<file path="src/design/fpu_pkg.sv">
package fpu_pkg;

    localparam logic [3:0] OP_ADD = 4'd0;
    localparam logic [3:0] OP_SUB = 4'd1;
    localparam logic [3:0] OP_MUL = 4'd2;
    localparam logic [3:0] OP_DIV = 4'd3;

    localparam logic [31:0] QNAN_WORD = 32'h7FC0_0000;
    localparam logic [31:0] INF_WORD  = 32'h7F80_0000;
    localparam int          EXP_BIAS  = 127;
    localparam int          MIN_DEN_EXP = -22;
    localparam int          EXP_MAX   = 255;

    localparam int FL_INVALID = 0;
    localparam int FL_OVERFLOW = 1;
    localparam int FL_UNDERFL = 2;
    localparam int FL_DIVZERO = 3;
    localparam int FL_INEXACT = 4;

    localparam int QUEUE_DEPTH = 4;

    // front-end classification kinds
    localparam logic [1:0] K_FIXED = 2'd0;
    localparam logic [1:0] K_ADD   = 2'd1;
    localparam logic [1:0] K_MUL   = 2'd2;
    localparam logic [1:0] K_DIV   = 2'd3;

    // exponent range handled internally (signed, 11 bits)
    typedef logic signed [10:0] exp_t;

    // classified operation moving from front to back
    typedef struct packed {
        logic [1:0]  kind;
        logic [31:0] fixed_word;
        logic [4:0]  fixed_flags;
        logic        sign_a;
        logic        sign_b;
        exp_t        exp_a;
        exp_t        exp_b;
        logic [23:0] mant_a;
        logic [23:0] mant_b;
        logic [4:0]  tag;
    } fpu_op_t;

    // leading zero count of a 24-bit value (24 when zero)
    function automatic logic [4:0] lzc24(input logic [23:0] v);
        logic [4:0] n;
        logic       found;
        n = 5'd24;
        found = 1'b0;
        for (int i = 23; i >= 0; i--) begin
            if (!found && v[i]) begin
                n = 5'(23 - i);
                found = 1'b1;
            end
        end
        return n;
    endfunction

endpackage

</file>
<file path="src/design/fpu_queue.sv">
// small fifo between front and back
module fpu_queue #(
    parameter int DEPTH = fpu_pkg::QUEUE_DEPTH
) (
    input  logic             aclk,
    input  logic             aresetn,
    input  logic             in_valid,
    output logic             in_ready,
    input  fpu_pkg::fpu_op_t in_data,
    output logic             deq_valid,
    input  logic             out_ready,
    output fpu_pkg::fpu_op_t out_data
);

    localparam int AW = (DEPTH > 1) ? $clog2(DEPTH) : 1;

    fpu_pkg::fpu_op_t mem_reg [DEPTH];
    logic [AW-1:0] wr_reg, rd_reg;
    logic [AW:0]   cnt_reg;
    logic          push, pop;

    assign in_ready  = (cnt_reg != (AW+1)'(DEPTH));
    assign deq_valid = (cnt_reg != '0);
    assign out_data  = mem_reg[rd_reg];
    assign push = in_valid && in_ready;
    assign pop  = deq_valid && out_ready;

    always_ff @(posedge aclk) begin
        if (!aresetn) begin
            wr_reg  <= '0;
            rd_reg  <= '0;
            cnt_reg <= '0;
        end else begin
            if (push) begin
                wr_reg <= (wr_reg == AW'(DEPTH-1)) ? '0 : wr_reg + 1'b1;
            end
            if (pop) begin
                rd_reg <= (rd_reg == AW'(DEPTH-1)) ? '0 : rd_reg + 1'b1;
            end
            cnt_reg <= cnt_reg + (AW+1)'(push) - (AW+1)'(pop);
        end
        if (push) begin
            mem_reg[wr_reg] <= in_data;
        end
    end

endmodule

</file>
<file path="config.mk">
export PLATFORM = sky130hd
export DESIGN_NAME = fpu_queue
export DESIGN_NICKNAME = d
export VERILOG_FILES = /design/src/design/fpu_pkg.sv /design/src/design/fpu_queue.sv
export SDC_FILE = /design/constraint.sdc
export NUM_CORES = 1
export LEC_CHECK = 0
export BUFFER_PORTS_ARGS = -buffer_cell sky130_fd_sc_hd__buf_2
export CORE_UTILIZATION = 40
export DETAILED_ROUTE_END_ITERATION = 8
export PLACE_DENSITY_LB_ADDON = 0.12
export SYNTH_ARGS = -nofsm -noshare
export SYNTH_HDL_FRONTEND = slang
export SYNTH_SLANG_ARGS = --single-unit
</file>
<file path="constraint.sdc">
create_clock -name aclk -period 3.25 [get_ports aclk]
set_input_delay 0.4875 -clock aclk [delete_from_list [all_inputs] [get_ports aclk]]
set_output_delay 0.4875 -clock aclk [all_outputs]
set_load 0.005 [all_outputs]
</file>
### Word level (Yosys, flattened, before mapping)

Memory sizes are Yosys's and may differ from the RTL's. A register that Yosys moved wholly into a read port is not among the register bits.
Cells that the tools add are included.

| operators by class | value |
|---|---|
| divide/modulo/power cells | 0 |
| reductions and logical operators | 3 |
| shifts and indexed selects | 0 |
| mux-type cells | 6 |
| multiply operators | 0 |
| eq/ne operators | 3 |
| bitwise operators | 0 |
| add/sub/neg operators | 4 |
| $lt $le $gt $ge | 0 |

Operators with widths:

| cell | number |
|---|---|
| 2-to-1 mux 2 bit | 4 |
| adder 2 x 1 -> 2 bit, second input constant | 2 |
| equality test 2 bit, second input constant | 2 |
| adder 3 x 1 -> 3 bit | 1 |
| inequality test 3 bit, second input constant | 1 |
| nonzero test 3 bit | 1 |
| subtractor 3 x 1 -> 3 bit | 1 |
| logical AND 1 bit | 2 |
| 2-to-1 mux 1 bit | 2 |

| word-level totals | value |
|---|---|
| bits in read-only memories | 0 |
| register bits | 7 |
| RAM bits | 464 |
| memories | 1 |
| latch bits | 0 |
| output and inout bits | 118 |
| logic and storage cells | 20 |
| bits of input ports | 120 |

Memories:

| name | depth | width | rd ports | clocked after Yosys merged registers in | write ports | RTL line | RTL |
|---|---|---|---|---|---|---|---|
| mem_reg | 4 | 116 | 1 | 1 | 1 | fpu_queue.sv:17 | `fpu_pkg::fpu_op_t mem_reg [DEPTH];` |

### Depth between registers and ports, before layout

| logic depth | value |
|---|---|
| depth in word-level cells | 4 |
| depth in mapped cells | 12 |
| mapped depth without buffers | 11 |

### Least setup slack after synthesis

Ideal clock, no wire load.

| timing path | value |
|---|---|
| kind | register to register |
| start | reg cnt_reg[1] |
| end | mem mem_reg[0][0] in the netlist's numbering (enable) |
| stages on the path, launching flop included | 4 |
| library setup time | 423 ps |
| required time | 2827 ps |
| arrival time | 2129 ps |
| slack | 698 ps |
| buffers on the path | 1 |
| clock period less this slack | 2552 ps |
| cells stage by stage | dfxtp_1 -> or3b_1 -> buf_6 -> and3_2 |

| on the way | value |
|---|---|
| word-level cells in the longest chain between the ends | 4 |

Ends and longest elaborated chain:

| item | RTL line | RTL |
|---|---|---|
| start, declared | fpu_queue.sv:19 | `logic [AW:0] cnt_reg;` |
| start signal, assigned | fpu_queue.sv:40 | `cnt_reg <= cnt_reg + (AW+1)'(push) - (AW+1)'(pop);` |
| inequality test 3 bit | fpu_queue.sv:22 | `assign in_ready = (cnt_reg != (AW+1)'(DEPTH));` |
| via in_ready | fpu_queue.sv:8 | `output logic in_ready,` |
| logical AND 1 bit | fpu_queue.sv:25 | `assign push = in_valid && in_ready;` |
| 2-to-1 mux 1 bit | fpu_queue.sv:42 | `if (push) begin` |
| 2-to-1 mux 1 bit (implied by the code) | fpu_queue.sv:43 | `mem_reg[wr_reg] <= in_data;` |
| end, declared | fpu_queue.sv:17 |  |

The timed path passes the listed nets, and every way through them passes these cells.

==> impl_metrics.json <==
{
  "outcome": "finished, final reports clean",
  "drv_cap": 0,
  "rrSetupSlack_ns": 0.70,
  "drcViolationCount": 0,
  "drtPass1Iterations": 4,
  "synthAdderAreaFrac": 0.006257,
  "powerDensity_nw_per_um2": 775.0,
  "grt_pass1_wl_mm": 49.53,
  "fin_cells": 1516,
  "stdcell_area_um2": 20810,
  "clock_path_buffers": 3,
  "cp.required_ns": 2.76,
  "synth_xor_area_frac": 0.001019,
  "ff_latch_area_um2": 14120,
  "rsz0062_at_grt": "false",
  "max_stage_delay_ns": 0.59,
  "root_buffer": "clkbuf_16",
  "multi_input_area_um2": 2902,
  "crit_chain": "buf_4, mux4_2, buf_2",
  "synth-seq-cells": 473,
  "holdWs_ns": 0.1240,
  "cts_buffers": 49,
  "drt-vias-per-instance": 5.058,
  "pwr-share-seq": 0.470,
  "synth_compound_area_frac": 0.001310,
  "syn_nets": 786,
  "syn_inst": 658,
  "final_nets": 1069,
  "initialDrtViolationCount": 374,
  "worstHoldPathType": "input port to flop",
  "cts_setup_buffers": 0,
  "die_h_um": 209.3,
  "finalMaxSlewViolations": 0,
  "port-buffer-count": 237,
  "grt-ovfl-total": 0,
  "clk_latency_ns": 0.58,
  "tightestPinTransition_ns": 0.7132,
  "end_kind": "output pin",
  "skew_ns": 0.01064,
  "finalCritPeriodShare": 0.8565,
  "place_congestion": 0.7197,
  "p_leak_uw": 0.006949,
  "max_freq_ghz": 0.3592,
  "setup_viol": 0,
  "power.switching_uw": 3883,
  "reg2reg_depth": 11,
  "grt_antenna_before_repair": 7,
  "cp-start-kind": "flop",
  "io_pins": 238,
  "grt_pass1_vias": 7982,
  "p_comb_frac": 0.195,
  "drive_above_1_share": 0.4611,
  "hold_viol_final": 0,
  "rr_startpoint": "cnt_reg[1]$_SDFF_PN0_",
  "cp_slowest_cell": "dfxtp_4",
  "fp-row-count": 75,
  "dp_hpwl_mm": 20.10,
  "area_growth_pct": 21.02,
  "start_util": 0.4081,
  "drt-total-wl_mm": 33.06,
  "synthesis.area_um2": 17200,
  "clockPowerShare": 0.335,
  "ys_seq_area_frac": 0.8207,
  "period_needed_ns": 2.784,
  "path_clk_slew_ns": 0.06,
  "fin_ws_ns": 0.4663,
  "placed_cell_area_um2": 19250,
  "cts_tree": "done",
  "die-width_um": 209.3,
  "muxShareOfSynthArea": 0.1525,
  "detail-route-antenna-nets": 0,
  "avgSynthCellArea_um2": 26.13,
  "grt_use_total": 0.1523,
  "cp.depth": 3,
  "dp.cells": 1429,
  "intPower_uw": 12240,
  "grt_max_degree": 65,
  "wl_per_cell_um": 21.81,
  "crit_buf_inv": 2,
  "crit_path_end": "out_data[31]",
  "synth_top_family_by_area": "multiplexers",
  "largest_reg_flops": 464,
  "pre_cts_ws_ns": 0.7231,
  "vdd_ir_drop_max_v": 0.0005405,
  "worst-endpoint-arrival_ns": 2.30,
  "dieArea_um2": 43830,
  "crit_family": "flip-flops",
  "yosys.area_share.simple": 0.006767,
  "cp_max_fo": 16,
  "yosys_warnings": 0,
  "core_area_um2": 42130,
  "n_fill_cell": 3422,
  "tns_ns": 0,
  "criticalPathCategory": "flop to output pin",
  "post_cts_resized": 0,
  "clock-sinks": 473,
  "ctsHoldBuffers": 0,
  "synth_cell_type_count": 24,
  "dr_total_vias": 7668,
  "r2r-end": "cnt_reg[2]$_SDFF_PN0_",
  "netSwitchingFraction": 0.2408,
  "relSlewSlack": 0.5245,
  "cts_max_level": 2
}
## how the worst min path moves through the flow
stage	startpoint	end	slack (ns)	cells past startpoint
after floorplan	wr_reg[1]$_SDFFE_PN0P_	wr_reg[1]$_SDFFE_PN0P_	0.47	2
after global placement	wr_reg[1]$_SDFFE_PN0P_	wr_reg[1]$_SDFFE_PN0P_	0.50	2
after detailed placement	wr_reg[1]$_SDFFE_PN0P_	wr_reg[1]$_SDFFE_PN0P_	0.50	2
after CTS	in_data[28]	mem_reg[1][28]$_DFFE_PP_	0.08	1
after global routing	in_data[79]	mem_reg[0][79]$_DFFE_PP_	0.1	1
final	in_data[28]	mem_reg[1][28]$_DFFE_PP_	0.12	1
## layout make-up
| cell class | count | share of cell area |
|---|---|---|
| flip-flops and latches | 473 | 0.6785 |
| inverters | 6 | 0.001082 |
| clock buffers | 61 | 0.06313 |
| multi-input cells | 151 | 0.1394 |
| diodes | 1 | 0.0001202 |
| clock inverters | 25 | 0.01160 |
| repair buffers | 260 | 0.07371 |
| well taps | 539 | 0.03241 |
## worst register-to-register path, stage by stage (launching register included)
cell and delay [ns]:
dfxtp_1 0.36, or3b_1 0.50, and2_4 0.22, inv_1 0.05, ha_1 0.22, inv_1 0.06
ha_1 0.14, inv_1 0.05, fa_1 0.42, xnor2_1 0.15, xnor2_1 0.13, and2_1 0.15
## placed cells by master, fill, tap and decap left out, types with 4 or more instances in the layout
cell type / instances
clkinv_2: 9
and3_4: 4
clkbuf_1: 10
nand2_1: 5
buf_2: 237
dfxtp_1: 7
clkbuf_16: 51
edfxtp_1: 464
mux4_2: 116
buf_12: 14
buf_4: 9
inv_1: 6
bufinv_16: 5
clkinv_1: 10
ha_1: 7
## logic make-up (layout without fill, tap and decap cells)
group                    Yosys count  count (layout)
flip-flops                       473             473
buffers and inverters             34             352
other                              0               1
AND/OR/NAND/NOR                   20              20
XOR/XNOR                           2               2
adder cells (fa/ha/maj)            8               8
AO/OA/AOI/OAI                      4               4
multiplexers                     117             117
## synthesized netlist by cell type
| library cell | count | area [um2] |
|---|---|---|
| clkbuf_1 | 8 | 30.03 |
| dfxtp_1 | 9 | 180.2 |
| nand2_1 | 5 | 18.77 |
| inv_1 | 6 | 22.52 |
| nand4_1 | 1 | 6.260 |
| ha_1 | 7 | 87.58 |
| mux2i_1 | 1 | 10.01 |
| nor2_1 | 2 | 7.510 |
| and3_2 | 4 | 30.03 |
| mux4_2 | 116 | 2613 |
| buf_6 | 7 | 78.83 |
| and2_1 | 2 | 12.51 |
| or3_2 | 1 | 7.510 |
| edfxtp_1 | 464 | 13930 |
| and2_4 | 1 | 8.760 |
| or3b_1 | 1 | 8.760 |
| o21ai_0 | 2 | 10.01 |
| o21ai_1 | 1 | 5.000 |
| nand3_1 | 2 | 10.01 |
| fa_1 | 1 | 20.02 |
| o31ai_1 | 1 | 7.510 |
| xnor2_1 | 2 | 17.52 |
| nor2b_1 | 1 | 6.260 |
| buf_2 | 13 | 65.06 |
## metrics by stage
step | total power, uW | util
5_1_grt | 16830 | 0.4939
6_report | 16130 | 0.4939
3_3_place_gp | 10960 | 0.4570
3_5_place_dp | 10980 | 0.4570
4_1_cts | 16430 | 0.4939
2_1_floorplan | 9539 | -
## per-layer routing
| layer | global-route usage | wire length, um | up-vias | share of wire |
|---|---|---|---|---|
| li1 | - | - | 3399 | - |
| met1 | 0.2028 | 14250 | 3991 | 0.43 |
| met2 | 0.2376 | 15720 | 206 | 0.48 |
| met3 | 0.04728 | 2291 | 60 | 0.069 |
| met4 | 0.05350 | 725 | 12 | 0.022 |
| met5 | 0 | 79 | - | 0.0024 |
## power groups by stage
stage | registers, uW | clock network (uW) | logic (uW)
final | 7570 | 5400 | 3150
after CTS | 7590 | 5560 | 3280
after floorplan | 7630 | 0 | 1910
after global routing | 7630 | 5760 | 3440
after global placement | 7690 | 0 | 3260
after detailed placement | 7710 | 0 | 3260
(Power assumes the default switching activity.)
