$ cat config.mk
export PLATFORM = sky130hd
export DESIGN_NAME = fpu_front
export DESIGN_NICKNAME = d
export VERILOG_FILES = /design/src/design/fpu_pkg.sv /design/src/design/fpu_front.sv
export SDC_FILE = /design/constraint.sdc
export NUM_CORES = 1
export LEC_CHECK = 0
export BUFFER_PORTS_ARGS = -buffer_cell sky130_fd_sc_hd__buf_4
export CORE_ASPECT_RATIO = 0.8
export CORE_MARGIN = 3
export CORE_UTILIZATION = 44
export CTS_CLUSTER_DIAMETER = 150
export DETAILED_ROUTE_END_ITERATION = 7
export GPL_TIMING_DRIVEN = 0
export PLACE_DENSITY = 0.68
export RECOVER_POWER = 100
export SYNTH_ARGS = -nofsm -noshare
export SYNTH_HDL_FRONTEND = slang
export SYNTH_SLANG_ARGS = --single-unit
$ cat constraint.sdc
create_clock -name aclk -period 9.4 [get_ports aclk]
set_input_delay 0.47 -clock aclk [delete_from_list [all_inputs] [get_ports aclk]]
set_output_delay 0.47 -clock aclk [all_outputs]
set_load 0.1 [all_outputs]
$ cat src/design/fpu_pkg.sv
package fpu_pkg;

    localparam logic [3:0] OP_ADD = 4'd0;
    localparam logic [3:0] OP_SUB = 4'd1;
    localparam logic [3:0] OP_MUL = 4'd2;
    localparam logic [3:0] OP_DIV = 4'd3;

    localparam logic [31:0] QNAN_WORD = 32'h7FC0_0000;
    localparam logic [31:0] INF_WORD  = 32'h7F80_0000;
    localparam int          EXP_BIAS  = 127;
    localparam int          MIN_DEN_EXP = -22;
    localparam int          EXP_MAX   = 255;

    localparam int FL_INVALID = 0;
    localparam int FL_OVERFLOW = 1;
    localparam int FL_UNDERFL = 2;
    localparam int FL_DIVZERO = 3;
    localparam int FL_INEXACT = 4;

    localparam int QUEUE_DEPTH = 4;

    // front-end classification kinds
    localparam logic [1:0] K_FIXED = 2'd0;
    localparam logic [1:0] K_ADD   = 2'd1;
    localparam logic [1:0] K_MUL   = 2'd2;
    localparam logic [1:0] K_DIV   = 2'd3;

    // exponent range handled internally (signed, 11 bits)
    typedef logic signed [10:0] exp_t;

    // classified operation moving from front to back
    typedef struct packed {
        logic [1:0]  kind;
        logic [31:0] fixed_word;
        logic [4:0]  fixed_flags;
        logic        sign_a;
        logic        sign_b;
        exp_t        exp_a;
        exp_t        exp_b;
        logic [23:0] mant_a;
        logic [23:0] mant_b;
        logic [4:0]  tag;
    } fpu_op_t;

    // leading zero count of a 24-bit value (24 when zero)
    function automatic logic [4:0] lzc24(input logic [23:0] v);
        logic [4:0] n;
        logic       found;
        n = 5'd24;
        found = 1'b0;
        for (int i = 23; i >= 0; i--) begin
            if (!found && v[i]) begin
                n = 5'(23 - i);
                found = 1'b1;
            end
        end
        return n;
    endfunction

endpackage

$ cat src/design/fpu_front.sv
// unpacks and classifies one operation per cycle while its output is not stalled
module fpu_front (
    input  logic                 aclk,
    input  logic                 aresetn,
    input  logic                 s_valid,
    output logic                 s_ready,
    input  logic [3:0]           s_req_type,
    input  logic [31:0]          s_operand_a,
    input  logic [31:0]          s_operand_b,
    input  logic [4:0]           s_dest_tag,
    output logic                 op_valid,
    input  logic                 op_ready,
    output fpu_pkg::fpu_op_t     op_data
);

    logic             valid_reg;
    fpu_pkg::fpu_op_t data_reg;
    fpu_pkg::fpu_op_t data_next;

    logic        sa, sb, sbe;
    logic [7:0]  ea, eb;
    logic [22:0] fa, fb;
    logic        za, zb, ia, ib, na, nb, da, db;
    logic [4:0]  lza, lzb;

    assign s_ready  = !valid_reg || op_ready;
    assign op_valid = valid_reg;
    assign op_data  = data_reg;

    // field decode
    always_comb begin
        sa = s_operand_a[31];
        sb = s_operand_b[31];
        ea = s_operand_a[30:23];
        eb = s_operand_b[30:23];
        fa = s_operand_a[22:0];
        fb = s_operand_b[22:0];
        za = (ea == 8'd0) && (fa == 23'd0);
        zb = (eb == 8'd0) && (fb == 23'd0);
        ia = (ea == 8'hFF) && (fa == 23'd0);
        ib = (eb == 8'hFF) && (fb == 23'd0);
        na = (ea == 8'hFF) && (fa != 23'd0);
        nb = (eb == 8'hFF) && (fb != 23'd0);
        da = (ea == 8'd0) && (fa != 23'd0);
        db = (eb == 8'd0) && (fb != 23'd0);
        sbe = sb ^ (s_req_type == fpu_pkg::OP_SUB);
        lza = fpu_pkg::lzc24({1'b0, fa});
        lzb = fpu_pkg::lzc24({1'b0, fb});
    end

    // special cases and operand preparation
    always_comb begin
        data_next             = '0;
        data_next.tag         = s_dest_tag;
        data_next.kind        = fpu_pkg::K_FIXED;
        data_next.sign_a      = sa;
        data_next.sign_b      = sb;
        unique case (s_req_type)
            fpu_pkg::OP_ADD, fpu_pkg::OP_SUB: begin
                data_next.sign_b = sbe;
                if (na || nb) begin
                    data_next.fixed_word = fpu_pkg::QNAN_WORD;
                    data_next.fixed_flags[fpu_pkg::FL_INVALID] = 1'b1;
                end else if (ia || ib) begin
                    if (ia && ib && (sa != sbe)) begin
                        data_next.fixed_word = fpu_pkg::QNAN_WORD;
                        data_next.fixed_flags[fpu_pkg::FL_INVALID] = 1'b1;
                    end else begin
                        data_next.fixed_word = {ia ? sa : sbe, fpu_pkg::INF_WORD[30:0]};
                    end
                end else if (za && zb) begin
                    data_next.fixed_word = {sa & sbe, 31'd0};
                end else if (za) begin
                    data_next.fixed_word = {sbe, s_operand_b[30:0]};
                end else if (zb) begin
                    data_next.fixed_word = s_operand_a;
                end else begin
                    data_next.kind   = fpu_pkg::K_ADD;
                    data_next.exp_a  = da ? 11'sd1 : fpu_pkg::exp_t'({3'd0, ea});
                    data_next.exp_b  = db ? 11'sd1 : fpu_pkg::exp_t'({3'd0, eb});
                    data_next.mant_a = {~da, fa};
                    data_next.mant_b = {~db, fb};
                end
            end
            fpu_pkg::OP_MUL: begin
                if (na || nb || (ia && zb) || (za && ib)) begin
                    data_next.fixed_word = fpu_pkg::QNAN_WORD;
                    data_next.fixed_flags[fpu_pkg::FL_INVALID] = 1'b1;
                end else if (ia || ib) begin
                    data_next.fixed_word = {sa ^ sb, fpu_pkg::INF_WORD[30:0]};
                end else if (za || zb) begin
                    data_next.fixed_word = {sa ^ sb, 31'd0};
                end else begin
                    data_next.kind = fpu_pkg::K_MUL;
                end
            end
            fpu_pkg::OP_DIV: begin
                if (na || nb) begin
                    data_next.fixed_word = fpu_pkg::QNAN_WORD;
                    data_next.fixed_flags[fpu_pkg::FL_INVALID] = 1'b1;
                end else if (zb) begin
                    data_next.fixed_flags[fpu_pkg::FL_DIVZERO] = 1'b1;
                    if (za) begin
                        data_next.fixed_word = fpu_pkg::QNAN_WORD;
                        data_next.fixed_flags[fpu_pkg::FL_INVALID] = 1'b1;
                    end else begin
                        data_next.fixed_word = {sa ^ sb, fpu_pkg::INF_WORD[30:0]};
                    end
                end else if (za) begin
                    data_next.fixed_word = {sa ^ sb, 31'd0};
                end else if (ia) begin
                    if (ib) begin
                        data_next.fixed_word = fpu_pkg::QNAN_WORD;
                        data_next.fixed_flags[fpu_pkg::FL_INVALID] = 1'b1;
                    end else begin
                        data_next.fixed_word = {sa ^ sb, fpu_pkg::INF_WORD[30:0]};
                    end
                end else if (ib) begin
                    data_next.fixed_word = {sa ^ sb, 31'd0};
                end else begin
                    data_next.kind = fpu_pkg::K_DIV;
                end
            end
            default: begin
                data_next.fixed_word = fpu_pkg::QNAN_WORD;
                data_next.fixed_flags[fpu_pkg::FL_INVALID] = 1'b1;
            end
        endcase
        // normalized operands for multiply and divide
        if ((data_next.kind == fpu_pkg::K_MUL) || (data_next.kind == fpu_pkg::K_DIV)) begin
            data_next.exp_a  = da ? (11'sd1 - fpu_pkg::exp_t'({6'd0, lza}))
                                  : fpu_pkg::exp_t'({3'd0, ea});
            data_next.exp_b  = db ? (11'sd1 - fpu_pkg::exp_t'({6'd0, lzb}))
                                  : fpu_pkg::exp_t'({3'd0, eb});
            data_next.mant_a = da ? ({1'b0, fa} << lza) : {1'b1, fa};
            data_next.mant_b = db ? ({1'b0, fb} << lzb) : {1'b1, fb};
        end
    end

    // output register
    always_ff @(posedge aclk) begin
        if (!aresetn) begin
            valid_reg <= 1'b0;
        end else if (s_ready) begin
            valid_reg <= s_valid;
        end
        if (s_ready && s_valid) begin
            data_reg <= data_next;
        end
    end

endmodule

# == Yosys cells after proc, flatten, opt, wreduce, memory -nomap -nowiden ==
# Index checks and enable logic that the tools add are counted.
# totals
ff_bits,114
latchBits,0
ramBits,0
romBits,0
in_bits,77
output_inout_bits,118
wordCells,296
n_memories,0
# op_classes
add_sub_neg,2
n_mul,0
div,0
order_cmp,0
n_eq_ne,8
shift,2
n_mux,147
n_bitwise,6
n_reduce_logical,119
# op_table
operator,n
2-to-1 mux 32 bit,16
2-to-1 mux 67 bit,5
2-to-1 mux 5 bit,46
case mux 32 bit (3 select lines),1
2-to-1 mux 71 bit,1
2-to-1 mux 70 bit,1
2-to-1 mux 1 bit,60
logical AND 1 bit,58
2-to-1 mux 24 bit,2
left shift 23 x 5 -> 24 bit,2
logical NOT 23 bit,2
nonzero test 23 bit,2
logical NOT 1 bit,45
2-to-1 mux 11 bit,2
2-to-1 mux 2 bit,9
"equality test 8 bit, second input constant",2
logical NOT 8 bit,2
2-to-1 mux 8 bit,2
"subtractor 1 x 5 -> 6 bit, first input constant",2
"equality test 4 x 2 -> 1 bit, second input constant",2
logical OR 1 bit,7
case mux 2 bit (3 select lines),1
"equality test 2 bit, second input constant",2
"equality test 4 x 1 -> 1 bit, second input constant",1
7 further kinds,11

# == Logic depth before layout (Yosys ltp) ==
# Gate-level depths: netlist of run 1.
# logic_depth
depth_word,70
mapped_depth,13

# == Least setup slack after synthesis of run 1 ==
# No wires, ideal clock.
# synth_path
path_type,register to register
from,"register valid_reg, in the netlist op_valid"
to,"register data_reg, in the netlist op_data[0], enable pin"
setup_time_ns,0.480
arrival_ns,4.188
t_required_ns,8.920
path_slack_ns,4.732
stages_incl_launch_ff,3
synth_period_minus_slack_ns,4.668
path_cell_list,dfxtp_1 -> nand2b_1 -> and2_1
# synth_via
elab_chain_len,3
# synth_rtl
item,line_no,source
"start, declared",fpu_front.sv:16,logic valid_reg;
"start signal, assigned",fpu_front.sv:145,valid_reg <= s_valid;
logical NOT 1 bit,fpu_front.sv:26,assign s_ready = !valid_reg || op_ready;
logical OR 1 bit,fpu_front.sv:26,
net s_ready,fpu_front.sv:6,"output logic s_ready,"
logical AND 1 bit,fpu_front.sv:147,if (s_ready && s_valid) begin
"end signal, assigned",fpu_front.sv:148,data_reg <= data_next;
"end, declared",fpu_front.sv:17,fpu_pkg::fpu_op_t data_reg;
# The timed path passes the listed nets, and every way through them passes these cells.
# A chain may end at the register's enable or synchronous reset.

# == Worst setup path after layout of run 1 ==
# layout_path
from,"register valid_reg, in the netlist op_valid"
to,"register data_reg, in the netlist op_data[98], enable pin"
# layout_via
elab_chain_len,3
# layout_rtl
item,line_no
logical NOT 1 bit,fpu_front.sv:26
logical OR 1 bit,fpu_front.sv:26
logical AND 1 bit,fpu_front.sv:147
# Every way passes these cells.

==> results of run 1 <==
## Yosys cell counts (11+ instances only)
library cell / n
edfxtp_1: 109
nor2_1: 100
mux2i_1: 79
nand2_1: 76
a21oi_1: 50
o21ai_0: 49
clkbuf_1: 35
nor3_1: 27
inv_1: 20
nand3_1: 16
nor4_1: 16
a21o_1: 12
o21a_1: 11
## flip-flops by register name, indices dropped and copies added (netlist names)
signal / flops
op_data: 109
op_valid: 1
## routing by layer
layer  share of wire  vias up  GRT usage
li1                -     3457          -
met1            0.44     3665      0.438
met2            0.42      540      0.427
met3            0.13       27     0.0799
met4           0.012        0     0.0629
met5               0        -          0
## power groups by stage
stage	Sequential (mW)	Combinational, mW	Clock [mW]
floorplan	0.798	0.154	0
global placement	0.594	0.498	0
detailed placement	0.591	0.497	0
CTS	0.580	0.498	0.399
global route	0.585	0.497	0.418
finish	0.582	0.478	0.393
## worst max path at each step
stage	to	startpoint	slack, ns	depth (start not counted)
2_1_floorplan	op_data[0]$_DFFE_PP_	op_valid$_SDFFE_PN0N_	4.73	2
3_3_place_gp	op_data[19]$_DFFE_PP_	op_ready	4.69	3
3_5_place_dp	op_data[37]$_DFFE_PP_	s_operand_a[20]	5.10	10
4_1_cts	op_data[37]$_DFFE_PP_	s_operand_a[20]	5.50	10
5_1_grt	op_data[64]$_DFFE_PP_	op_valid$_SDFFE_PN0N_	3.15	3
6_report	op_data[98]$_SDFFCE_PP0P_	op_valid$_SDFFE_PN0N_	3.79	3
## kinds of logic (layout without fill, tap and decap cells)
logic type	count (synthesis)	count (layout)	synth area share
flip-flops	110	110	0.432
AO/OA/AOI/OAI	228	228	0.205
buffers and inverters	81	274	0.0488
XOR/XNOR	4	4	0.00460
adder cells (fa/ha/maj)	3	3	0.00493
other	1	3	0.000492
AND/OR/NAND/NOR	302	302	0.190
multiplexers	85	85	0.113
## layout make-up
cell class              count  share of cell area
clock inverters             7             0.00855
clock buffers               9              0.0248
inverters                  23             0.00980
repair buffers            177              0.0981
multi-input cells         625               0.435
flip-flops and latches    110               0.363
well taps                 220              0.0304
plain buffers              58              0.0298
## stage by stage
stage,instance area (sq um),util
floorplan,7620,-
global placement,9220,0.550
detailed placement,9250,0.552
CTS,9550,0.570
global route,9070,0.541
finish,9070,0.541
==> key figures, run 1 <==
Logic synthesis
  – Post-synthesis sequential area ratio: 0.432
  – Share of the synthesized area in the top cell type: 0.430
  – Yosys reg bits: 110
  – EDFF count, synth: 109
  – Post-synth ARST share: 0
  – Yosys warning count: 0
  – Mapped cell area: 7620 sq um
  – Main synth FF type: edfxtp_1
  – Cells after Synth: 814
  – Synth cell types: 74
  – Synth top area cells: edfxtp_1 43%, mux2i_1 10%, nor2_1 4.9%
  – Post-synth top area cell: edfxtp_1
  – Syn Area/Cell: 9.36 sq um

Pwr
  – Flop pwr share: 0.400
  – PD cells: 160 nW/um^2
  – Sw frac: 0.411
  – Worst IR Drop VDD: between 0.09 and 0.1 mV
  – Sw power: 0.597 mW
  – Lkg Pwr: 3.39 nW
  – Internal: 0.856 mW
  – Gate power share: 0.329
  – Post-layout power: between 1 and 1.5 mW
  – Clock power frac: 0.271

Placement
  – # port buffers: 176
  – Placed cell count: 1213
  – Pre-CTS setup slack: 5.10 ns
  – Hpwl dp: 21800 microns
  – Routability cong.: 1.00

Layout
  – Area occupied by multi-input gates: 3950 sq um
  – Fillers: approximately 1.7k
  – Final Non-Filler Cells: about 1.2k
  – Leading cell type in the layout, fill and taps excluded: clkbuf_1
  – Storage cell area: 3290 sq um
  – Area delta synth->final: 19.1%
  – N_diodes: 0
  – Commonest cells after routing, fill and taps aside: 157 x clkbuf_1, 109 x edfxtp_1, 100 x nor2_1
  – Nets: 1084
  – Layout cells sized above 1: 0.112

Setup path
  – Crit-path max FO: 57
  – RR Startpoint: op_valid$_SDFFE_PN0N_
  – Reg2Reg Depth: 3
  – R2R Setup Slk: 3.79 ns
  – Top delay family on crit path: simple AND/OR/NAND/NOR gates
  – Buffers & Inverters on Critical Path: 1
  – Worst path max stage delay: 2.35 ns
  – RR Endpoint: op_data[98]$_SDFFCE_PP0P_
  – Setup crit end kind: flip-flop
  – CP Data Required Time: 9.32 ns
  – Critical Setup Path Class: flip-flop to flip-flop
  – Startpoint types: flip-flop
  – Crit path arrival time: 5.53 ns
  – Critical path cell sequence: nand2b_1, and2_0, clkbuf_1
  – CP max stage cell: and2_0

Clock network
  – Root buffer cell: clkbuf_16
  – Worst-Skew Late Latency: 0.37 ns
  – Setup Fix Bufs, Post-CTS: 0
  – CTS Buf Count: 9
  – Htree depth: 3
  – Clock tree from TritonCTS: built
  – Maximum buffer depth of the clock tree: 2
  – Sink Count: 110
  – Post-CTS Hold Fix Bufs: 0
  – CTS clock-pin slew for the worst setup and hold paths: 0.08 ns
  – Post-cts sizing count: 0

Floorplanning
  – Initial Util: 0.454
  – Height of the die: ~120 microns
  – Die width: 153 microns
  – FP Rows: 42
  – Die footprint: 18900 sq um
  – Core Region: 16800 sq um
  – IO Pins: roughly 200

Drt
  – Via count: 7689
  – TritonRoute pass-1 iters: 5
  – Routed vias/inst: 6.26
  – Wire per inst: 23.2 microns
  – DRC violation count after routing: 0
  – Initial DRC Count: 1047
  – Routed WL: 28600 microns
  – Routed Antenna Nets: 0

Worst hold path
  – Hold path endpoint: op_data[2]$_DFFE_PP_
  – Hold path start: s_dest_tag[2]
  – WHS Path Cells: 1
  – Worst Hold Class: input port to flip-flop

STA
  – Final hold violations: 0
  – Final min period: 5.61 ns
  – TNS Setup: 0 ns
  – Slew HR: -1.19
  – Setup ws final: 3.79 ns
  – WHS: 0.298 ns
  – Fin crit share: 0.597
  – Max Slew Vio Count: 112
  – Max Fclk: about 180 MHz
  – RSZ-0062 raised after global routing: false
  – Worst-Margin Slew: between 3 and 4 ns
  – Final setup vio count: 0
  – Layout Skew: 0.00704 ns

Run status
  – Failing checks: capacitance limit, slew limit
  – Run status: finished with violations

Global routing
  – Largest net degree at the start of global routing: 58
  – Vias in the first global route: 7140
  – GRT Overall Usage: 0.293
  – Initial antenna violation count: 0
  – First-pass GRT wire length: 43000 microns
  – GRT overflow: 0

Flow run
  – MaxCap Viol Count: 2
Power figures use the tool's default switching activity.
==> run 2, diff against run 1 <==
--- a/config.mk
+++ b/config.mk
@@ -5,6 +5,7 @@
 export SDC_FILE = /design/constraint.sdc
 export NUM_CORES = 1
 export LEC_CHECK = 0
+export ABC_AREA = 1
 export BUFFER_PORTS_ARGS = -buffer_cell sky130_fd_sc_hd__buf_4
 export CORE_ASPECT_RATIO = 0.8
 export CORE_MARGIN = 3
@@ -12,7 +13,7 @@
 export CTS_CLUSTER_DIAMETER = 150
 export DETAILED_ROUTE_END_ITERATION = 7
 export GPL_TIMING_DRIVEN = 0
-export PLACE_DENSITY = 0.68
+export PLACE_DENSITY = 0.67
 export RECOVER_POWER = 100
 export SYNTH_ARGS = -nofsm -noshare
 export SYNTH_HDL_FRONTEND = slang
==> constraint.sdc (replaced) <==
create_clock -name aclk -period 5.48 [get_ports aclk]
set_input_delay 0.274 -clock aclk [delete_from_list [all_inputs] [get_ports aclk]]
set_output_delay 0.274 -clock aclk [all_outputs]
set_load 0.1 [all_outputs]
==> run 2 against run 1 <==
The run still ends with capacitance limit, slew limit left. Sequential cell count stayed put. Core utilization down 0.064 points. Cell count increased by 31%. Clock skew barely moved. Sequential share of layout area fell by 3.1 points. Worst hold slack worse by 0.20 ns. First-iteration DRC count rose by 31%. Synthesized area increased by 9.3%. Combinational power up 88%. Via count grew 22%. Critical endpoint is now op_data[17]$_DFFE_PP_. Largest power group unchanged.
==> key figures, run 2 <==
Placement
  – Routability cong.: 1.01 (+0.66%)
  – # port buffers: 189 (+7.4%)
  – Pre-CTS setup slack: 2.17 ns (-2.92 ns)
  – Hpwl dp: 26200 microns (+20%)

STA
  – Final min period: 4.17 ns
  – Max Fclk: 240 MHz
  – Final hold violations: 0 (unchanged)
  – Max Slew Vio Count: 59 (-47%)
  – Slew HR: -0.138 (+1.05)
  – Fin crit share: 0.761
  – Final setup vio count: 0 (unchanged)
  – Setup ws final: 1.31 ns (-2.48 ns)
  – Worst-Margin Slew: 1.71 ns (-1.58 ns)
  – TNS Setup: 0 ns (unchanged)
  – Layout Skew: 0.00682 ns (-0.000227 ns)
  – RSZ-0062 raised after global routing: false

Logic synthesis
  – Cells after Synth: 1143 (+40%)
  – Top cells by count, synth: 354 x nand2_1, 155 x nand3_1, 109 x edfxtp_1, 91 x inv_1, 63 x nor2_1
  – Synth cell types: 50 (-32%)
  – Top-count cell post-synth: nand2_1
  – Post-synthesis sequential area ratio: 0.396 (-0.0367)
  – Post-synth ARST share: 0 (unchanged)
  – Post-synth top area cell: edfxtp_1
  – Main synth FF type: edfxtp_1
  – Mapped cell area: 8320 sq um (+9.3%)
  – Synth top area cells: edfxtp_1 39%, nand2_1 16%, nand3_1 9.3%
  – Yosys warning count: 0 (unchanged)
  – Share of the synthesized area in the top cell type: 0.393 (-0.0365)
  – EDFF count, synth: 109 (unchanged)
  – Syn Area/Cell: 7.28 sq um (-22%)
  – Yosys reg bits: 110 (unchanged)

Floorplanning
  – Die width: 160 microns (+4.4%)
  – Initial Util: 0.454 (about the same)
  – Core Region: 18300 sq um (+9.4%)
  – IO Pins: 195 (unchanged)
  – Die footprint: 20600 sq um (+8.9%)
  – Height of the die: 129 microns (+4.3%)
  – FP Rows: 44 (+4.8%)

Clock network
  – CTS clock-pin slew for the worst setup and hold paths: 0.08 ns (about the same)
  – Maximum buffer depth of the clock tree: 2 (unchanged)
  – Clock tree from TritonCTS: built
  – CTS Buf Count: 9 (unchanged)
  – Post-CTS Hold Fix Bufs: 0 (unchanged)
  – Post-cts sizing count: 0 (unchanged)
  – Worst-Skew Late Latency: 0.36 ns (about the same)
  – Htree depth: 3 (unchanged)
  – Sink Count: 110 (unchanged)
  – Root buffer cell: clkbuf_16
  – Setup Fix Bufs, Post-CTS: 0 (unchanged)

Setup path
  – Setup crit end kind: flip-flop
  – Critical Setup Path Class: input port to flip-flop
  – Crit-path max FO: 10 (-82%)
  – Startpoint types: input port
  – Crit path arrival time: 4.27 ns (-1.26 ns)
  – CP Data Required Time: 5.58 ns (-3.74 ns)
  – RR Endpoint: op_data[18]$_DFFE_PP_
  – R2R Setup Slk: 1.82 ns (-1.97 ns)
  – Reg2Reg Depth: 4 (+1)
  – RR Startpoint: op_valid$_SDFFE_PN0N_

Worst hold path
  – Hold path start: s_dest_tag[0]
  – Worst Hold Class: input port to flip-flop
  – WHS Path Cells: 1 (unchanged)
  – Hold path endpoint: op_data[0]$_DFFE_PP_

Drt
  – TritonRoute pass-1 iters: 6 (+1)
  – Routed vias/inst: 5.84 (-6.7%)
  – Routed Antenna Nets: 0 (unchanged)
  – Via count: 9382 (+22%)
  – Wire per inst: 20.9 microns (-10%)
  – DRC violation count after routing: 0 (unchanged)
  – Routed WL: 33600 microns (+18%)
  – Initial DRC Count: 1369 (+31%)

Layout
  – Area delta synth->final: 19.0% (about the same)
  – Largest register FFs: 109 (unchanged)
  – N_diodes: 0 (unchanged)
  – Fillers: 1939 (+16%)
  – Nets: 1429 (+32%)
  – Commonest cells after routing, fill and taps aside: 355 x nand2_1, 156 x nand3_1, 135 x clkbuf_1
  – Leading cell type in the layout, fill and taps excluded: nand2_1
  – Layout cells sized above 1: 0.134 (+0.0217)

Pwr
  – PD cells: 260 nW/um^2 (+62%)
  – Post-layout power: 2.58 mW (+77%)
  – Lkg Pwr: 4.44 nW (+31%)
  – Worst IR Drop VDD: 0.136 mV (+50%)

Run status
  – Run status: finished with violations
  – Failing checks: capacitance limit, slew limit

Global routing
  – Vias in the first global route: 8406 (+18%)
  – First-pass GRT wire length: 50300 microns (+17%)
  – Initial antenna violation count: 1 (+1)
  – GRT overflow: 0 (unchanged)
  – GRT Overall Usage: 0.318 (+0.0242)
  – Largest net degree at the start of global routing: 30 (-48%)

Flow run
  – MaxCap Viol Count: 2 (unchanged)
run 2: cell count changes after synthesis, moves of 13 or more:
| cell | change |
|---|---|
| buf_2 | +13 |
| clkbuf_1 | -22 |
| inv_1 | +71 |
| inv_2 | +18 |
| mux2i_1 | -78 |
| nand2_1 | +278 |
| nand3_1 | +139 |
| nand4_1 | +44 |
| nor2_1 | -37 |
| nor3_1 | -20 |
| nor4_1 | -14 |
| o21ai_1 | +20 |
| o22ai_1 | +13 |
run 2: metal layers:
layer,part of all wire,up-vias,GRT usage
met2,0.40,590,0.451
li1,-,4349,-
met4,0.019,2,0.0724
met5,0.00039,-,0
met1,0.47,4387,0.481
met3,0.12,54,0.0863
run 2: layout make-up:
cell class / count / area [sq um] / area share
clock inverter: 6 / 62.6 / 0.00632
sequential: 110 / 3290 / 0.332
buffer: 51 / 293 / 0.0296
tap: 253 / 317 / 0.0320
clock buffer: 10 / 229 / 0.0231
timing repair buffer: 193 / 1010 / 0.102
inverter: 114 / 430 / 0.0435
multi-input combinational: 870 / 4270 / 0.431
run 2: worst max-delay path by stage:
| stage | startpoint | endpoint | cells after the start | slack [ns] |
|---|---|---|---|---|
| after floorplan | op_valid$_SDFFE_PN0N_ | op_data[0]$_DFFE_PP_ | 1 | 1.23 |
| after global placement | op_ready | op_data[18]$_DFFE_PP_ | 3 | 0.19 |
| after detailed placement | s_operand_a[22] | op_data[51]$_DFFE_PP_ | 16 | 2.17 |
| after CTS | s_operand_a[22] | op_data[51]$_DFFE_PP_ | 16 | 2.54 |
| after global routing | s_operand_b[21] | op_data[17]$_DFFE_PP_ | 15 | 1.13 |
| final | s_operand_b[22] | op_data[17]$_DFFE_PP_ | 15 | 1.31 |
run 2: power breakdown:
part | switching, mW | internal [mW]
clock | 0.354 | 0.322
combinational | 0.736 | 0.164
sequential | 0.0165 | 0.985
run 2: kinds of logic (layout without fill, tap and decap cells):
family	count (synthesis)	after routing	share of synthesized area
DFF	110	110	0.396
other	1	3	0.000451
buffers and inverters	165	374	0.0873
muxes	1	1	0.00120
adders and majority gates	3	3	0.00451
and+or+nand+nor	685	685	0.388
AOI/OAI and AO/OA	176	176	0.121
xor gates and xnor gates	2	2	0.00211
run 2: stage by stage:
| stage | std cells | utilization | area [sq um] | hold slack, ns |
|---|---|---|---|---|
| 6_report | 1607 | 0.540 | 9910 | 0.102 |
| 3_3_place_gp | 1587 | 0.549 | 10100 | 0.454 |
| 5_1_grt | 1607 | 0.540 | 9910 | 0.0897 |
| 3_5_place_dp | 1591 | 0.554 | 10200 | 0.454 |
| 4_1_cts | 1607 | 0.570 | 10400 | 0.0701 |
| 2_1_floorplan | 1145 | - | 8330 | 0.373 |
run 2: worst max-delay path, cell delays in order:
cell        delay, ns
buf_4            0.14
inv_1            0.17
nand2_1          0.11
nor2_1           0.64
nand4_1          0.47
nor2_1           0.37
inv_1            0.15
nand2_1          0.10
nor2_1           0.12
o211ai_4         0.18
clkinvlp_2       0.54
nand2_1          0.50
inv_1            0.20
o211ai_1         0.15
o21ai_0          0.16
==> run 3, diff against run 2 <==
==> constraint.sdc (replaced) <==
create_clock -name aclk -period 4 [get_ports aclk]
set_input_delay 0.2 -clock aclk [delete_from_list [all_inputs] [get_ports aclk]]
set_output_delay 0.2 -clock aclk [all_outputs]
set_load 0.1 [all_outputs]
==> run 3 against run 2 <==
The run still ends with capacitance limit, slew limit left. Critical path depth increased by 3. Largest cell class unchanged. Critical endpoint unchanged. Critical path type unchanged. Non-clock buffer count increased by 4. Sequential power increased by 37%. Total power increased by 36%.
==> key figures, run 3 (same netlist as run 2, synthesis figures left out) <==
Setup path
  – Crit-path max FO: 10 (unchanged)
  – CP max stage cell: nor2_1
  – Critical Setup Path Class: input port to flip-flop
  – CP Data Required Time: 4.11 ns (-1.47 ns)
  – Worst path max stage delay: 0.67 ns (+0.03 ns)
  – Startpoint types: input port
  – Worst path most repeated cell: nand3_1
  – Top delay family on crit path: simple AND/OR/NAND/NOR gates
  – Setup crit end kind: flip-flop
  – Crit path arrival time: 3.51 ns (-0.76 ns)
  – Buffers & Inverters on Critical Path: 2 (-3)
  – Critical path cell sequence: buf_4, nor2_1, nand2_1, nor2_1, nand3_1, nor2_1, nand2_4, nor2_8, nand3_2, nand3_1, buf_4, nand2_1, nand3_1, nand3_1, nand2_1, nand3_1, o211ai_1, o21ai_1

Floorplanning
  – Die footprint: 20600 sq um (unchanged)
  – IO Pins: 195 (unchanged)
  – Die width: 160 microns (unchanged)
  – Height of the die: 129 microns (unchanged)
  – Core Region: 18300 sq um (unchanged)
  – Initial Util: 0.454 (unchanged)
  – FP Rows: 44 (unchanged)

Layout
  – Final Non-Filler Cells: 1611 (+0.25%)
  – Fin area: 9940 sq um (+0.38%)
  – Leading cell type in the layout, fill and taps excluded: nand2_1
  – Largest register FFs: 109 (unchanged)
  – Area delta synth->final: 19.5%
  – Storage cell area: 3290 sq um (unchanged)
  – N_diodes: 0 (unchanged)
  – Layout cells sized above 1: 0.134 (+0.000343)
  – Fin util: 0.542 (+0.00205)
  – Commonest cells after routing, fill and taps aside: 354 x nand2_1, 157 x nand3_1, 134 x clkbuf_1
  – Area occupied by multi-input gates: 4270 sq um (about the same)
  – Fillers: 1933 (-0.31%)
  – Nets: 1433 (+0.28%)

Placement
  – # port buffers: 189 (unchanged)
  – Pre-CTS setup slack: 0.883 ns (-1.29 ns)
  – Hpwl dp: 25300 microns (-3.6%)
  – Post-Place Cell Area: 10200 sq um (about the same)
  – Routability cong.: 1.04 (+2.9%)
  – Placed cell count: 1591 (unchanged)

STA
  – RSZ-0062 raised after global routing: false
  – Final min period: 3.39 ns
  – Final hold violations: 0 (unchanged)
  – WHS: 0.0334 ns (-0.0682 ns)
  – Slew HR: -0.131 (+0.00711)
  – Worst-Margin Slew: 1.70 ns (-0.0107 ns)
  – Max Fclk: 295 MHz
  – Final setup vio count: 0 (unchanged)
  – TNS Setup: 0 ns (unchanged)
  – Max Slew Vio Count: 59 (unchanged)
  – Fin crit share: 0.848
  – Setup ws final: 0.607 ns (-0.703 ns)
  – Layout Skew: 0.00868 ns (+0.00187 ns)

Run status
  – Run status: finished with violations
  – Failing checks: capacitance limit, slew limit

Global routing
  – GRT overflow: 0 (unchanged)
  – First-pass GRT wire length: 48100 microns (-4.2%)
  – Initial antenna violation count: 0 (-1)
  – GRT Overall Usage: 0.303 (-0.0144)
  – Largest net degree at the start of global routing: 31 (+3.3%)
  – Vias in the first global route: 8138 (-3.2%)

Clock network
  – Htree depth: 3 (unchanged)
  – Clock tree from TritonCTS: built
  – Root buffer cell: clkbuf_16
  – Sink Count: 110 (unchanged)
  – CTS clock-pin slew for the worst setup and hold paths: 0.08 ns (about the same)
  – CTS Buf Count: 9 (unchanged)
  – Setup Fix Bufs, Post-CTS: 0 (unchanged)
  – Worst-Skew Late Latency: 0.38 ns (+0.02 ns)
  – Maximum buffer depth of the clock tree: 2 (unchanged)

Drt
  – DRC violation count after routing: 0 (unchanged)
  – TritonRoute pass-1 iters: 6 (unchanged)
  – Initial DRC Count: 1328 (-3.0%)
  – Routed vias/inst: 5.78 (-0.99%)
  – Via count: 9312 (-0.75%)
  – Routed Antenna Nets: 0 (unchanged)
  – Routed WL: 32000 microns (-4.6%)
  – Wire per inst: 19.9 microns (-4.9%)

Pwr
  – Lkg Pwr: 4.46 nW (+0.55%)
  – Worst IR Drop VDD: 0.214 mV (+57%)
  – Post-layout power: 3.51 mW (+36%)
  – PD cells: 353 nW/um^2 (+36%)

Worst hold path
  – Worst Hold Class: input port to flip-flop

Flow run
  – MaxCap Viol Count: 2 (unchanged)
-- run 3: cell count changes in the layout (fill, tap and decap cells not counted), moves of 2 or more --
cell	before	now
dlygate4sd3_1	0	4
clkinvlp_4	0	3
clkinv_4	2	0
o21ai_0	66	63
o21ai_1	10	13
-- run 3: timing repair --
action	in CTS	in global routing
gates resized for setup	0	0
endpoints found under the hold margin	4	0
hold buffers	4	0
-- run 3: cell type report --
| cell class | instances | share of cell area |
|---|---|---|
| multi-input cells | 870 | 0.429 |
| flip-flops and latches | 110 | 0.331 |
| repair buffers | 197 | 0.106 |
| inverters | 114 | 0.0434 |
| well taps | 253 | 0.0318 |
| plain buffers | 51 | 0.0294 |
| clock buffers | 10 | 0.0230 |
| clock inverters | 6 | 0.00591 |
-- run 3: final timing paths --
kind / start / endpoint / slack, ns / cells after the start
min: s_dest_tag[1] / op_data[1]$_DFFE_PP_ / 0.03 / 1
max reg2reg: op_valid$_SDFFE_PN0N_ / op_data[27]$_DFFE_PP_ / 0.82 / 4
max: s_operand_b[20] / op_data[17]$_DFFE_PP_ / 0.61 / 18
min reg2reg: op_valid$_SDFFE_PN0N_ / op_valid$_SDFFE_PN0N_ / 0.56 / 2
-- run 3: where the power goes --
part,switching (mW),internal [mW],leakage (nW)
Combinational,0.997,0.227,3.25
Clock,0.482,0.436,0.130
Sequential,0.0222,1.35,1.08
-- run 3: routing by layer --
layer | part of all wire | wire length, microns | up-vias | global-route usage
met5 | 0 | 0 | - | 0
met4 | 0.016 | 514 | 0 | 0.0684
met3 | 0.12 | 3950 | 43 | 0.0754
met2 | 0.40 | 12700 | 630 | 0.422
met1 | 0.46 | 14900 | 4280 | 0.472
li1 | - | - | 4359 | -
